**src/sv/iirf_pkg.sv**
```systemverilog
// ----------------------------------------------------------------------------
// iirf_pkg
// Shared types, widths and the microprogram of the direct-form-I IIR filter.
// ----------------------------------------------------------------------------
package iirf_pkg;

  // field widths
  localparam int SAMPLE_W   = 16;
  localparam int COEF_W     = 32;
  localparam int CIDX_W     = 4;
  localparam int OUT_W      = 32;
  localparam int Y_W        = 48;   // Q32.16 output history
  localparam int FRAC_W     = 16;
  localparam int TAPS_W     = 4;
  localparam int CFG_IDX_W  = 2;
  localparam int CFG_DATA_W = 4;
  localparam int BANK_SLOTS = 8;    // coefficient slots per bank on the index field

  // datapath widths
  localparam int MUL_B_W = 33;                  // signed operand of the shared multiplier
  localparam int PROD_W  = COEF_W + MUL_B_W;    // 65
  localparam int WIDE_W  = PROD_W + 1;          // product plus low partial
  localparam int LO_W    = 34;                  // floor(c*ylow / 2^16)
  localparam int ACC_W   = 60;
  localparam int FF_SHIFT = 12;                 // Q.28 -> Q.16
  localparam int LO_SHIFT = 16;

  // word function codes
  localparam logic FUNC_COEF   = 1'b0;
  localparam logic FUNC_FILTER = 1'b1;

  // configuration register indexes
  localparam logic [CFG_IDX_W-1:0] CFG_FF_TAPS = 2'd0;
  localparam logic [CFG_IDX_W-1:0] CFG_FB_TAPS = 2'd1;

  // microprogram
  localparam int PC_W = 3;
  localparam logic [PC_W-1:0] ST_INIT    = 3'd0;
  localparam logic [PC_W-1:0] ST_FF_MUL  = 3'd1;
  localparam logic [PC_W-1:0] ST_FF_ACC  = 3'd2;
  localparam logic [PC_W-1:0] ST_FB_INIT = 3'd3;
  localparam logic [PC_W-1:0] ST_FB_LO   = 3'd4;
  localparam logic [PC_W-1:0] ST_FB_HI   = 3'd5;
  localparam logic [PC_W-1:0] ST_FB_ACC  = 3'd6;
  localparam logic [PC_W-1:0] ST_DONE    = 3'd7;

  typedef enum logic [1:0] {MUL_NONE, MUL_FF, MUL_FB_LO, MUL_FB_HI} mul_sel_t;
  typedef enum logic [1:0] {ACC_NONE, ACC_FF, ACC_FB} acc_op_t;
  typedef enum logic [2:0] {
    JMP_NONE, JMP_FF_ZERO, JMP_FB_ZERO, JMP_FF_MORE, JMP_FB_MORE
  } jmp_t;

  typedef enum logic {SEQ_IDLE, SEQ_RUN} seq_state_t;

  // one control word
  typedef struct packed {
    logic            acc_clr;
    logic            tap_clr;
    logic            tap_inc;
    logic            keep_lo;
    mul_sel_t        mul_sel;
    acc_op_t         acc_op;
    jmp_t            jmp;
    logic [PC_W-1:0] target;
    logic            last;
  } ctrl_t;

  // datapath status for conditional jumps
  typedef struct packed {
    logic ff_zero;
    logic fb_zero;
    logic ff_more;
    logic fb_more;
  } stat_t;

  localparam ctrl_t CTRL_NOP = '{
    acc_clr: 1'b0, tap_clr: 1'b0, tap_inc: 1'b0, keep_lo: 1'b0,
    mul_sel: MUL_NONE, acc_op: ACC_NONE, jmp: JMP_NONE, target: ST_INIT, last: 1'b0
  };

  // control store
  function automatic ctrl_t ucode(input logic [PC_W-1:0] pc);
    ctrl_t w;
    w = CTRL_NOP;
    unique case (pc)
      ST_INIT: begin
        w.acc_clr = 1'b1;
        w.tap_clr = 1'b1;
        w.jmp     = JMP_FF_ZERO;
        w.target  = ST_FB_INIT;
      end
      ST_FF_MUL: begin
        w.mul_sel = MUL_FF;
      end
      ST_FF_ACC: begin
        w.acc_op  = ACC_FF;
        w.tap_inc = 1'b1;
        w.jmp     = JMP_FF_MORE;
        w.target  = ST_FF_MUL;
      end
      ST_FB_INIT: begin
        w.tap_clr = 1'b1;
        w.jmp     = JMP_FB_ZERO;
        w.target  = ST_DONE;
      end
      ST_FB_LO: begin
        w.mul_sel = MUL_FB_LO;
      end
      ST_FB_HI: begin
        w.keep_lo = 1'b1;
        w.mul_sel = MUL_FB_HI;
      end
      ST_FB_ACC: begin
        w.acc_op  = ACC_FB;
        w.tap_inc = 1'b1;
        w.jmp     = JMP_FB_MORE;
        w.target  = ST_FB_LO;
      end
      ST_DONE: begin
        w.last = 1'b1;
      end
      default: w = CTRL_NOP;
    endcase
    return w;
  endfunction

endpackage

```
**src/sv/direct_form_iir_filter_unit.sv**
```systemverilog
// ----------------------------------------------------------------------------
// direct_form_iir_filter_unit
// Direct-form-I IIR filter with run-time Q4.28 coefficients.
// ----------------------------------------------------------------------------
// A word with func set filters one unsigned sample and gives one result, the
// integer part of the Q32.16 output saturated to 32 bits; a word with func
// clear writes one coefficient without occupying the block and gives no
// result. All taps go through one shared multiplier under a microprogram: a
// sample occupies the block from acceptance to the final step of its run, and
// no further word is taken until that step is done. Each feedforward tap
// costs a multiply and an accumulate; each feedback tap two multiplies (low
// and high half of the 48-bit history) and an accumulate. A finished result
// waits in the output register while the next word is taken; the block only
// holds its final step if the previous result has still not been taken. The
// user must write tap counts through the configuration port only while no
// sample is in flight; the block itself does not enforce this.
// ----------------------------------------------------------------------------
module direct_form_iir_filter_unit #(
  parameter int MAX_FF_TAPS = 8,
  parameter int MAX_FB_TAPS = 8
) (
  input  logic                                  clk,
  input  logic                                  rst,
  input  logic                                  in_valid,
  output logic                                  in_ready,
  input  logic                                  func,
  input  logic [iirf_pkg::CIDX_W-1:0]           coef_index,
  input  logic signed [iirf_pkg::COEF_W-1:0]    coef_value,
  input  logic [iirf_pkg::SAMPLE_W-1:0]         sample,
  output logic                                  out_valid,
  input  logic                                  out_ready,
  output logic signed [iirf_pkg::OUT_W-1:0]     filtered,
  input  logic                                  cfg_valid,
  output logic                                  cfg_ready,
  input  logic [iirf_pkg::CFG_IDX_W-1:0]        cfg_index,
  input  logic [iirf_pkg::CFG_DATA_W-1:0]       cfg_data
);
  import iirf_pkg::*;

  ctrl_t                    ctrl;
  stat_t                    stat;
  logic                     busy;
  logic                     in_take;
  logic                     start;
  logic                     coef_we;
  logic                     step_en;
  logic                     done;
  logic [TAPS_W-1:0]        ff_taps;
  logic [TAPS_W-1:0]        fb_taps;
  logic signed [OUT_W-1:0]  result;

  // input handshake
  assign in_ready = !busy;
  assign in_take  = in_valid && in_ready;
  assign start    = in_take && (func == FUNC_FILTER);
  assign coef_we  = in_take && (func == FUNC_COEF);

  // hold the last step while the output register is still full
  assign step_en = !(ctrl.last && out_valid && !out_ready);
  assign done    = step_en && ctrl.last;

  // configuration registers
  assign cfg_ready = 1'b1;

  always_ff @(posedge clk) begin
    if (rst) begin
      ff_taps <= TAPS_W'(4);
      fb_taps <= TAPS_W'(3);
    end else if (cfg_valid && cfg_ready) begin
      case (cfg_index)
        CFG_FF_TAPS: ff_taps <= cfg_data;
        CFG_FB_TAPS: fb_taps <= cfg_data;
        default: ;
      endcase
    end
  end

  iirf_seq u_seq (
    .clk   (clk),
    .rst   (rst),
    .start (start),
    .en    (step_en),
    .stat  (stat),
    .ctrl  (ctrl),
    .busy  (busy)
  );

  iirf_datapath #(
    .MAX_FF (MAX_FF_TAPS),
    .MAX_FB (MAX_FB_TAPS)
  ) u_dp (
    .clk        (clk),
    .rst        (rst),
    .en         (step_en),
    .ctrl       (ctrl),
    .stat       (stat),
    .ff_taps    (ff_taps),
    .fb_taps    (fb_taps),
    .coef_we    (coef_we),
    .coef_index (coef_index),
    .coef_value (coef_value),
    .sample_we  (start),
    .sample     (sample),
    .result     (result)
  );

  // output register
  always_ff @(posedge clk) begin
    if (rst) begin
      out_valid <= 1'b0;
    end else if (done) begin
      out_valid <= 1'b1;
    end else if (out_ready) begin
      out_valid <= 1'b0;
    end
  end

  always_ff @(posedge clk) begin
    if (done) filtered <= result;
  end

endmodule

```
**src/sv/iirf_seq.sv**
```systemverilog
// ----------------------------------------------------------------------------
// iirf_seq
// Microprogram sequencer: step counter, control store and jump logic.
// ----------------------------------------------------------------------------
module iirf_seq (
  input  logic            clk,
  input  logic            rst,
  input  logic            start,
  input  logic            en,
  input  iirf_pkg::stat_t stat,
  output iirf_pkg::ctrl_t ctrl,
  output logic            busy
);
  import iirf_pkg::*;

  seq_state_t      state, state_next;
  logic [PC_W-1:0] pc, pc_next;
  logic            taken;

  // jump condition
  always_comb begin
    unique case (ctrl.jmp)
      JMP_FF_ZERO: taken = stat.ff_zero;
      JMP_FB_ZERO: taken = stat.fb_zero;
      JMP_FF_MORE: taken = stat.ff_more;
      JMP_FB_MORE: taken = stat.fb_more;
      default:     taken = 1'b0;
    endcase
  end

  // next state
  always_comb begin
    state_next = state;
    unique case (state)
      SEQ_IDLE: if (start) state_next = SEQ_RUN;
      SEQ_RUN:  if (en && ctrl.last) state_next = SEQ_IDLE;
      default:  state_next = SEQ_IDLE;
    endcase
  end

  // outputs
  always_comb begin
    unique case (state)
      SEQ_RUN: begin
        ctrl = ucode(pc);
        busy = 1'b1;
      end
      default: begin
        ctrl = CTRL_NOP;
        busy = 1'b0;
      end
    endcase
  end

  // step counter
  always_comb begin
    pc_next = pc;
    if (state == SEQ_IDLE) begin
      pc_next = ST_INIT;
    end else if (en && !ctrl.last) begin
      pc_next = taken ? ctrl.target : pc + 1'b1;
    end
  end

  always_ff @(posedge clk) begin
    if (rst) begin
      state <= SEQ_IDLE;
      pc    <= ST_INIT;
    end else begin
      state <= state_next;
      pc    <= pc_next;
    end
  end

endmodule

```
**src/sv/iirf_datapath.sv**
```systemverilog
// ----------------------------------------------------------------------------
// iirf_datapath
// Coefficient stores, sample and output histories, shared multiplier and
// accumulator, steered by the control word.
// ----------------------------------------------------------------------------
module iirf_datapath #(
  parameter int MAX_FF = 8,
  parameter int MAX_FB = 8
) (
  input  logic                                clk,
  input  logic                                rst,
  input  logic                                en,
  input  iirf_pkg::ctrl_t                     ctrl,
  output iirf_pkg::stat_t                     stat,
  input  logic [iirf_pkg::TAPS_W-1:0]         ff_taps,
  input  logic [iirf_pkg::TAPS_W-1:0]         fb_taps,
  input  logic                                coef_we,
  input  logic [iirf_pkg::CIDX_W-1:0]         coef_index,
  input  logic signed [iirf_pkg::COEF_W-1:0]  coef_value,
  input  logic                                sample_we,
  input  logic [iirf_pkg::SAMPLE_W-1:0]       sample,
  output logic signed [iirf_pkg::OUT_W-1:0]   result
);
  import iirf_pkg::*;

  localparam int MAX_TAPS  = (MAX_FF > MAX_FB) ? MAX_FF : MAX_FB;
  localparam int T_W       = $clog2(MAX_TAPS + 1);
  localparam int FF_IDX_W  = $clog2(MAX_FF);
  localparam int FB_IDX_W  = (MAX_FB > 1) ? $clog2(MAX_FB) : 1;
  localparam logic signed [ACC_W-1:0] SAT_HI =
    {{(ACC_W-Y_W+1){1'b0}}, {(Y_W-1){1'b1}}};
  localparam logic signed [ACC_W-1:0] SAT_LO =
    {{(ACC_W-Y_W+1){1'b1}}, {(Y_W-1){1'b0}}};

  logic        [SAMPLE_W-1:0] x_hist [MAX_FF];
  logic signed [Y_W-1:0]      y_hist [MAX_FB];
  logic signed [COEF_W-1:0]   ff_coef [MAX_FF];
  logic signed [COEF_W-1:0]   fb_coef [MAX_FB];

  logic        [T_W-1:0]      tap;
  logic        [T_W-1:0]      nff, nfb;
  logic signed [COEF_W-1:0]   mul_a;
  logic signed [MUL_B_W-1:0]  mul_b;
  logic signed [PROD_W-1:0]   prod;
  logic signed [LO_W-1:0]     lo_q;
  logic signed [WIDE_W-1:0]   fb_sum;
  logic signed [ACC_W-1:0]    acc;
  logic signed [Y_W-1:0]      y_sat;
  logic        [SAMPLE_W-1:0] x_tap;
  logic signed [Y_W-1:0]      y_tap;

  // tap counts clipped to the store depth
  always_comb begin
    nff = (ff_taps > MAX_FF) ? T_W'(MAX_FF) : T_W'(ff_taps);
    nfb = (fb_taps > MAX_FB) ? T_W'(MAX_FB) : T_W'(fb_taps);
  end

  // jump status
  always_comb begin
    stat.ff_zero = (nff == '0);
    stat.fb_zero = (nfb == '0);
    stat.ff_more = ({1'b0, tap} + 1'b1) < {1'b0, nff};
    stat.fb_more = ({1'b0, tap} + 1'b1) < {1'b0, nfb};
  end

  // tap operands
  assign x_tap = x_hist[tap[FF_IDX_W-1:0]];
  assign y_tap = y_hist[tap[FB_IDX_W-1:0]];

  // multiplier operand select
  always_comb begin
    mul_a = ff_coef[tap[FF_IDX_W-1:0]];
    mul_b = MUL_B_W'({1'b0, x_tap});
    case (ctrl.mul_sel)
      MUL_FB_LO: begin
        mul_a = fb_coef[tap[FB_IDX_W-1:0]];
        mul_b = MUL_B_W'({1'b0, y_tap[FRAC_W-1:0]});
      end
      MUL_FB_HI: begin
        mul_a = fb_coef[tap[FB_IDX_W-1:0]];
        mul_b = {y_tap[Y_W-1], y_tap[Y_W-1:FRAC_W]};
      end
      default: ;
    endcase
  end

  // feedback term: hi product plus floored low partial
  assign fb_sum = WIDE_W'(prod) + WIDE_W'(lo_q);

  // saturate to Q32.16
  always_comb begin
    if (acc > SAT_HI)      y_sat = SAT_HI[Y_W-1:0];
    else if (acc < SAT_LO) y_sat = SAT_LO[Y_W-1:0];
    else                   y_sat = acc[Y_W-1:0];
  end

  assign result = y_sat[Y_W-1:FRAC_W];

  // multiply, accumulate, tap counter
  always_ff @(posedge clk) begin
    if (rst) begin
      tap <= '0;
      acc <= '0;
    end else if (en) begin
      if (ctrl.tap_clr)      tap <= '0;
      else if (ctrl.tap_inc) tap <= tap + 1'b1;
      if (ctrl.acc_clr) begin
        acc <= '0;
      end else begin
        case (ctrl.acc_op)
          ACC_FF:  acc <= acc + ACC_W'(prod >>> FF_SHIFT);
          ACC_FB:  acc <= acc - ACC_W'(fb_sum >>> FF_SHIFT);
          default: ;
        endcase
      end
    end
  end

  always_ff @(posedge clk) begin
    if (en && ctrl.keep_lo) lo_q <= LO_W'(prod >>> LO_SHIFT);
    if (en && ctrl.mul_sel != MUL_NONE) prod <= mul_a * mul_b;
  end

  // feedforward store and sample history
  always_ff @(posedge clk) begin
    if (rst) begin
      for (int i = 0; i < MAX_FF; i++) begin
        x_hist[i]  <= '0;
        ff_coef[i] <= '0;
      end
    end else begin
      if (sample_we) begin
        x_hist[0] <= sample;
        for (int i = 1; i < MAX_FF; i++) x_hist[i] <= x_hist[i-1];
      end
      for (int i = 0; i < MAX_FF; i++) begin
        if (coef_we && !coef_index[CIDX_W-1] && i < BANK_SLOTS &&
            int'(coef_index[CIDX_W-2:0]) == i)
          ff_coef[i] <= coef_value;
      end
    end
  end

  // feedback store and output history
  always_ff @(posedge clk) begin
    if (rst) begin
      for (int i = 0; i < MAX_FB; i++) begin
        y_hist[i]  <= '0;
        fb_coef[i] <= '0;
      end
    end else begin
      if (en && ctrl.last) begin
        y_hist[0] <= y_sat;
        for (int i = 1; i < MAX_FB; i++) y_hist[i] <= y_hist[i-1];
      end
      for (int i = 0; i < MAX_FB; i++) begin
        if (coef_we && coef_index[CIDX_W-1] && i < BANK_SLOTS &&
            int'(coef_index[CIDX_W-2:0]) == i)
          fb_coef[i] <= coef_value;
      end
    end
  end

endmodule

```
**config.mk**
```make
export PLATFORM = sky130hd
export DESIGN_NAME = direct_form_iir_filter_unit
export DESIGN_NICKNAME = d
export VERILOG_FILES = /design/src/sv/iirf_pkg.sv /design/src/sv/direct_form_iir_filter_unit.sv /design/src/sv/iirf_seq.sv /design/src/sv/iirf_datapath.sv
export SDC_FILE = /design/constraint.sdc
export NUM_CORES = 2
export LEC_CHECK = 0
export BUFFER_PORTS_ARGS = -buffer_cell sky130_fd_sc_hd__buf_2
export CORE_MARGIN = 8
export CORE_UTILIZATION = 35
export CTS_BUF_LIST = sky130_fd_sc_hd__clkbuf_2
export CTS_CLUSTER_DIAMETER = 80
export DETAILED_ROUTE_END_ITERATION = 6
export GPL_TIMING_DRIVEN = 1
export PLACE_DENSITY_LB_ADDON = 0.15
export SLEW_MARGIN = 20
export SYNTH_ARGS = -nofsm -noshare
export SYNTH_HDL_FRONTEND = slang
export SYNTH_SLANG_ARGS = --single-unit
```
**constraint.sdc**
```tcl
create_clock -name clk -period 26.1 [get_ports clk]
set_input_delay 2.61 -clock clk [delete_from_list [all_inputs] [get_ports clk]]
set_output_delay 2.61 -clock clk [all_outputs]
set_load 0.1 [all_outputs]
```
== After elaboration in Yosys (flattened, before gate mapping) ==
Memory sizes are Yosys's and may differ from the RTL's. A register that Yosys moved wholly into a read port is not among the register bits.
Index checks and enable logic that the tools add are counted.

* Output and inout bits: 35
* Register bits: 208
* Memories: 4
* Input bits: 64
* Bits in writable memories: 1024
* Logic and storage cells: 256

* $lt $le $gt $ge: 6
* Bitwise gates (word level): 35
* Multiplexer cells: 122
* $mul: 1
* $add $sub $neg: 6
* Equality and inequality tests: 23
* Reductions and logical operators: 49

{| class="wikitable"
|+ Memories
! name !! depth !! bits a word !! rd ports !! clocked after memory_dff !! wr ports !! line !! source
|-
| u_dp.y_hist || 8 || 48 || 8 || 1 || 8 || iirf_datapath.sv:36 || <nowiki>logic signed [Y_W-1:0] y_hist [MAX_FB];</nowiki>
|-
| u_dp.fb_coef || 8 || 32 || 1 || 1 || 8 || iirf_datapath.sv:38 || <nowiki>logic signed [COEF_W-1:0] fb_coef [MAX_FB];</nowiki>
|-
| u_dp.ff_coef || 8 || 32 || 1 || 1 || 8 || iirf_datapath.sv:37 || <nowiki>logic signed [COEF_W-1:0] ff_coef [MAX_FF];</nowiki>
|-
| u_dp.x_hist || 8 || 16 || 8 || 1 || 8 || iirf_datapath.sv:35 || <nowiki>logic [SAMPLE_W-1:0] x_hist [MAX_FF];</nowiki>
|}

{| class="wikitable"
|+ Operators by type and width
! cell !! number
|-
| 2-to-1 mux 32 bit || 17
|-
| 2-to-1 mux 48 bit || 10
|-
| 2-to-1 mux 16 bit || 8
|-
| case mux 60 bit (2 select lines) || 1
|-
| adder 65 x 34 -> 66 bit || 1
|-
| case mux 33 bit (2 select lines) || 1
|-
| multiplier 32 x 33 -> 65 bit || 1
|-
| 2-to-1 mux 1 bit || 65
|-
| adder 60 x 53 -> 60 bit || 1
|-
| greater-than comparator 60 x 48 -> 1 bit (second input constant) || 1
|-
| less-than comparator 60 x 48 -> 1 bit (second input constant) || 1
|-
| 2-to-1 mux 60 bit || 1
|-
| subtractor 60 x 54 -> 60 bit || 1
|-
| bitwise OR 1 bit || 32
|-
| == test 3 bit (second input constant) || 9
|-
| logical AND 1 bit || 27
|-
| 2-to-1 mux 3 bit || 9
|-
| case mux 6 bit (4 select lines) || 1
|-
| == test 3 x 2 -> 1 bit (second input constant) || 6
|-
| 2-to-1 mux 4 bit || 4
|-
| 2-to-1 mux 15 bit || 1
|-
| less-than comparator 5 x 4 -> 1 bit || 2
|-
| == test 3 x 1 -> 1 bit (second input constant) || 3
|-
| greater-than comparator 4 bit (second input constant) || 2
|-
| 18 further kinds || 37
|}

== Logic depth before layout (Yosys ltp) ==
* Depth after elaboration: 12
* Mapped depth: 41
* Depth with buffers taken out: 34

== By module ==
A second synthesis with hierarchy kept.

* Cell total of the unflattened synthesis: 8483
* Area, all modules: 96432.5 um^2

{| class="wikitable"
|+ Modules (own cells, without submodules)
! module !! area each (um^2) !! cells an instance !! instances
|-
| iirf_datapath || 94531.9 || 8341 || 1
|-
| direct_form_iir_filter_unit || 1387.6 || 78 || 1
|-
| iirf_seq || 513.0 || 64 || 1
|}

== Worst setup path after synthesis ==
No wires, ideal clock.

* Path kind: register to register
* From: reg (tool-made name)
* To: reg u_dp.prod[47], data pin
* Slack: 15518 ps
* Arrival: 10318 ps
* Cell stages (with the launch flop): 35
* Clock period less this slack: 10582 ps
* Buffers on the path: 5
* Path through: dfxtp_1 > clkbuf_1 > clkbuf_1 > buf_1 > buf_1 > mux4_2 > mux2_2 > o21ai_1 > clkbuf_1 > nor2_1 > fa_1 > fa_1 > fa_1 > inv_1 > fa_1 > inv_1 > fa_1 > inv_1 > fa_1 > inv_1 > fa_1 > fa_1 > ha_1 > a21oi_1 > o21ai_0 > a21o_1 > a21o_1 > a21oi_1 > or4_1 > o311a_1 > o21ai_0 > a41oi_1 > a31oi_1 > a221oi_1 > xnor2_1

{| class="wikitable"
|+ RTL lines
! what !! line !! source
|-
| end signal: assignment || iirf_datapath.sv:121 || <nowiki>if (en && ctrl.mul_sel != MUL_NONE) prod <= mul_a * mul_b;</nowiki>
|-
| end: declaration || iirf_datapath.sv:44 || <nowiki>logic signed [PROD_W-1:0] prod;</nowiki>
|}

==> summary.txt <==
Status
  – Status: finished clean

Pwr
  – Switching Fraction: 0.435
  – NetSw: 3.48 mW
  – Worst vdd ir: 0.122 mV
  – PwrDens: 77.6 nW/um2
  – Leakage power: 42.5 nW
  – Cell Int Power: 4.51 mW
  – Combinational Power Share: 0.512
  – Sequential power share: 0.306
  – Share of total power in the clock network: 0.182

CTS
  – Clk root buf: clkbuf_2
  – Number of buffers created by CTS: 341
  – Cts hold-fix bufs: 0
  – Clk_lat worst skew: 1640 ps
  – CTS Sinks: 1235
  – Clk buf depth: 4
  – Postcts setup bufs: 0
  – Clock transition at path regs: 110 ps
  – CTS H-Tree Depth: 5
  – CTS tree: done
  – CTS resizes: 0

Worst setup path
  – CP arrival: 13890 ps
  – Cell mode on critical path: fa_1
  – Worst reg2reg setup slack: 13440 ps
  – CP max stage cell: dfxtp_4
  – Worst Setup EP: u_dp.prod[63]
  – Setup CP Type: reg -> reg
  – Worst Reg-to-Reg Cells: 30
  – Largest stage delay on the critical path: 860 ps
  – Crit path launch type: register
  – Crit-path max FO: 50
  – Worst R2R End: u_dp.prod[63]
  – Crit. End Element: register
  – Critical Path RT: 27330 ps

Floorplanning
  – Core area: 270000 um2
  – Initial Util: 0.351
  – Die H: 537 um
  – Standard-cell rows: 191
  – I/O Pins: 99
  – Die W: 537 um
  – Die ar.: 288000 um2

Placed design
  – Post-DP Area: 99800 um2
  – Final GP Congestion: 0.903
  – Placed Instances: 11800
  – I/O Buffers: 97
  – Final HPWL DP: 211000 um

Drt
  – Vias per cell: 5.25
  – DRC viols: 0
  – Initial DRC count: 4745
  – Total routed wirelength: 304000 um
  – Number of routed nets with antenna violations: 0
  – Total number of vias: 64800
  – DR pass1 iterations: 7
  – Routed WL per cell: 24.7 um

Global route
  – Total gr overflow: 0
  – Total GRT Usage: 0.210
  – First-pass GRT wire length: 455000 um
  – Vias in the first global route: 68600
  – Largest net degree at the start of global routing: 272
  – Antenna violations before repair: 15

Timing
  – Final Hold Viols: 0
  – Period minus WS final: 12660 ps
  – Highest Clock Rate: 79.0 MHz
  – Tcrit/Tclk final: 0.485
  – Final hold slack: 389 ps
  – Setup TNS: 0 ps
  – Worst slew margin: 0.178
  – Setup violations, final: 0
  – Least-Margin Pin Slew: 1230 ps
  – Slew Viols, Final: 0
  – Post-Route Skew: 236 ps
  – RSZ-0062 raised after global routing: no

Finish
  – Design area: 103000 um2
  – Fill cell count: 26600
  – Area growth from synthesis to layout: 8.32%
  – Nets: 10000
  – Fin cells: 12300
  – Layout cells sized above 1: 0.131

Run
  – Maxcap violations: 0

Synth
  – Synthesized cell area: 95000 um2
  – Top FF cell, synth: edfxtp_1
  – Syn Nets: 9880
  – Post-synthesis sequential area ratio: 0.382
  – Synth Warn #: 0
  – Yosys reg bits: 1235
  – Async SR Flop Fraction: 0
  – Library cells used by synthesis: 85
  – Mean post-synth cell area: 11.3 um2
  – Cells after Synth: 8402
  – EDFF count, synth: 1155

Min path
  – Hold Crit Class: reg -> reg
==> worst min-delay path by stage <==
stage / start / end / slack [ps] / depth (start not counted)
3_3_place_gp: u_dp.tap[3] / u_dp.tap[3] / 470 / 2
3_5_place_dp: u_dp.tap[3] / u_dp.tap[3] / 480 / 2
5_1_grt: u_dp.x_hist[1][10] / u_dp.x_hist[2][10] / 370 / 1
4_1_cts: u_dp.x_hist[1][10] / u_dp.x_hist[2][10] / 370 / 1
6_report: u_dp.x_hist[1][10] / u_dp.x_hist[2][10] / 390 / 1
2_1_floorplan: u_dp.acc[6] / u_dp.acc[6] / 450 / 2
==> placed cells by master, fill, tap and decap left out, types with 24 or more instances in the layout <==
cell	instances
a21o_1	126
a21oi_1	249
a22o_1	28
a22oi_1	24
a31oi_1	27
and2_1	436
and3_1	26
buf_2	96
buf_4	145
clkbuf_2	482
clkinv_1	71
dfxtp_1	77
edfxtp_1	1155
fa_1	1090
ha_1	322
inv_1	1083
mux2i_1	28
mux4_2	271
nand2_1	861
nand2b_1	96
nand3_1	71
nand4_1	39
nor2_1	964
nor2b_1	171
nor3_1	33
o21a_1	32
o21ai_0	124
o21bai_1	33
xnor2_1	134
xor2_1	84
==> worst max-delay path, delay by kind of cell (launching register included) <==
family          cells  cell delay [ps]
buf+inv             6             2880
xor+xnor            1               70
compound gates      8             2280
flops               1              860
mux                 2             1100
simple gates        4              840
fa+ha+maj           9             4190
==> through the flow <==
stage,setup WS (ps),power [mW],util
2_1_floorplan,15520,5.19,-
3_3_place_gp,13420,6.61,0.369
3_5_place_dp,13300,6.60,0.369
4_1_cts,13180,8.10,0.380
5_1_grt,12710,8.58,0.381
6_report,13440,7.98,0.381
==> Yosys cell counts, types with 11 or more instances <==
| library cell | number | share of area |
|---|---|---|
| a211oi_1 | 18 | 0.0014 |
| a21o_1 | 128 | 0.010 |
| a21oi_1 | 265 | 0.014 |
| a221oi_1 | 11 | 0.0010 |
| a22o_1 | 28 | 0.0026 |
| a22oi_1 | 24 | 0.0019 |
| a31oi_1 | 28 | 0.0018 |
| a32oi_1 | 17 | 0.0016 |
| and2_1 | 436 | 0.029 |
| and3_1 | 26 | 0.0017 |
| buf_1 | 74 | 0.0029 |
| clkbuf_1 | 389 | 0.015 |
| dfxtp_1 | 80 | 0.017 |
| edfxtp_1 | 1155 | 0.37 |
| fa_1 | 1091 | 0.23 |
| ha_1 | 323 | 0.043 |
| inv_1 | 1083 | 0.043 |
| mux2_2 | 15 | 0.0018 |
| mux2i_1 | 28 | 0.0030 |
| mux4_2 | 271 | 0.064 |
| nand2_1 | 861 | 0.034 |
| nand2b_1 | 109 | 0.0072 |
| nand3_1 | 76 | 0.0040 |
| nand4_1 | 39 | 0.0026 |
| nor2_1 | 971 | 0.038 |
| nor2b_1 | 171 | 0.011 |
| nor3_1 | 36 | 0.0019 |
| nor4_1 | 21 | 0.0014 |
| o211ai_1 | 19 | 0.0015 |
| o21a_1 | 36 | 0.0028 |
| o21ai_0 | 132 | 0.0070 |
| o21ai_1 | 23 | 0.0012 |
| o21bai_1 | 33 | 0.0026 |
| o31ai_1 | 14 | 0.0011 |
| or3_1 | 13 | 0.00086 |
| xnor2_1 | 134 | 0.012 |
| xor2_1 | 84 | 0.0077 |
==> kinds of logic after synthesis <==
family                     share of synthesized area
adders and majority gates                      0.273
buffers and inverters                         0.0619
other                                      0.0000395
muxes                                         0.0690
and+or+nand+nor                                0.137
AOI/OAI and AO/OA                             0.0576
xor gates and xnor gates                      0.0203
DFF                                            0.382
==> final cells by class <==
cell class | instances | area (um2) | area share
clock inverter | 98 | 643 | 0.00625
clock buffer | 482 | 2410 | 0.0234
timing repair buffer | 248 | 1690 | 0.0164
tap | 3570 | 4470 | 0.0434
inverter | 1089 | 4090 | 0.0397
sequential | 1235 | 36300 | 0.353
antenna | 14 | 35.0 | 0.000341
multi-input combinational | 5608 | 53200 | 0.518
==> metal layers <==
layer	global-route usage	routed length [um]
met5	0	69
met4	0.0620	9430
met3	0.0369	19500
met2	0.340	142000
met1	0.289	134000
==> power groups by stage <==
stage / combinational (mW) / clock (mW) / sequential, mW
2_1_floorplan: 2.72 / 0 / 2.47
3_3_place_gp: 4.12 / 0 / 2.49
3_5_place_dp: 4.11 / 0 / 2.49
4_1_cts: 4.14 / 1.52 / 2.45
5_1_grt: 4.52 / 1.60 / 2.46
6_report: 4.09 / 1.45 / 2.44
==> registers in the layout, indices dropped and copies added (netlist names), named ones only <==
| name | cells |
|---|---|
| fb_taps | 4 |
| ff_taps | 4 |
| filtered | 32 |
| out_valid | 1 |
| u_dp.acc | 60 |
| u_dp.fb_coef | 256 |
| u_dp.ff_coef | 256 |
| u_dp.lo_q | 34 |
| u_dp.prod | 65 |
| u_dp.tap | 4 |
| u_dp.x_hist | 128 |
| u_dp.y_hist | 384 |
| u_seq.pc | 3 |
| u_seq.state | 1 |
(Power assumes the default switching activity.)
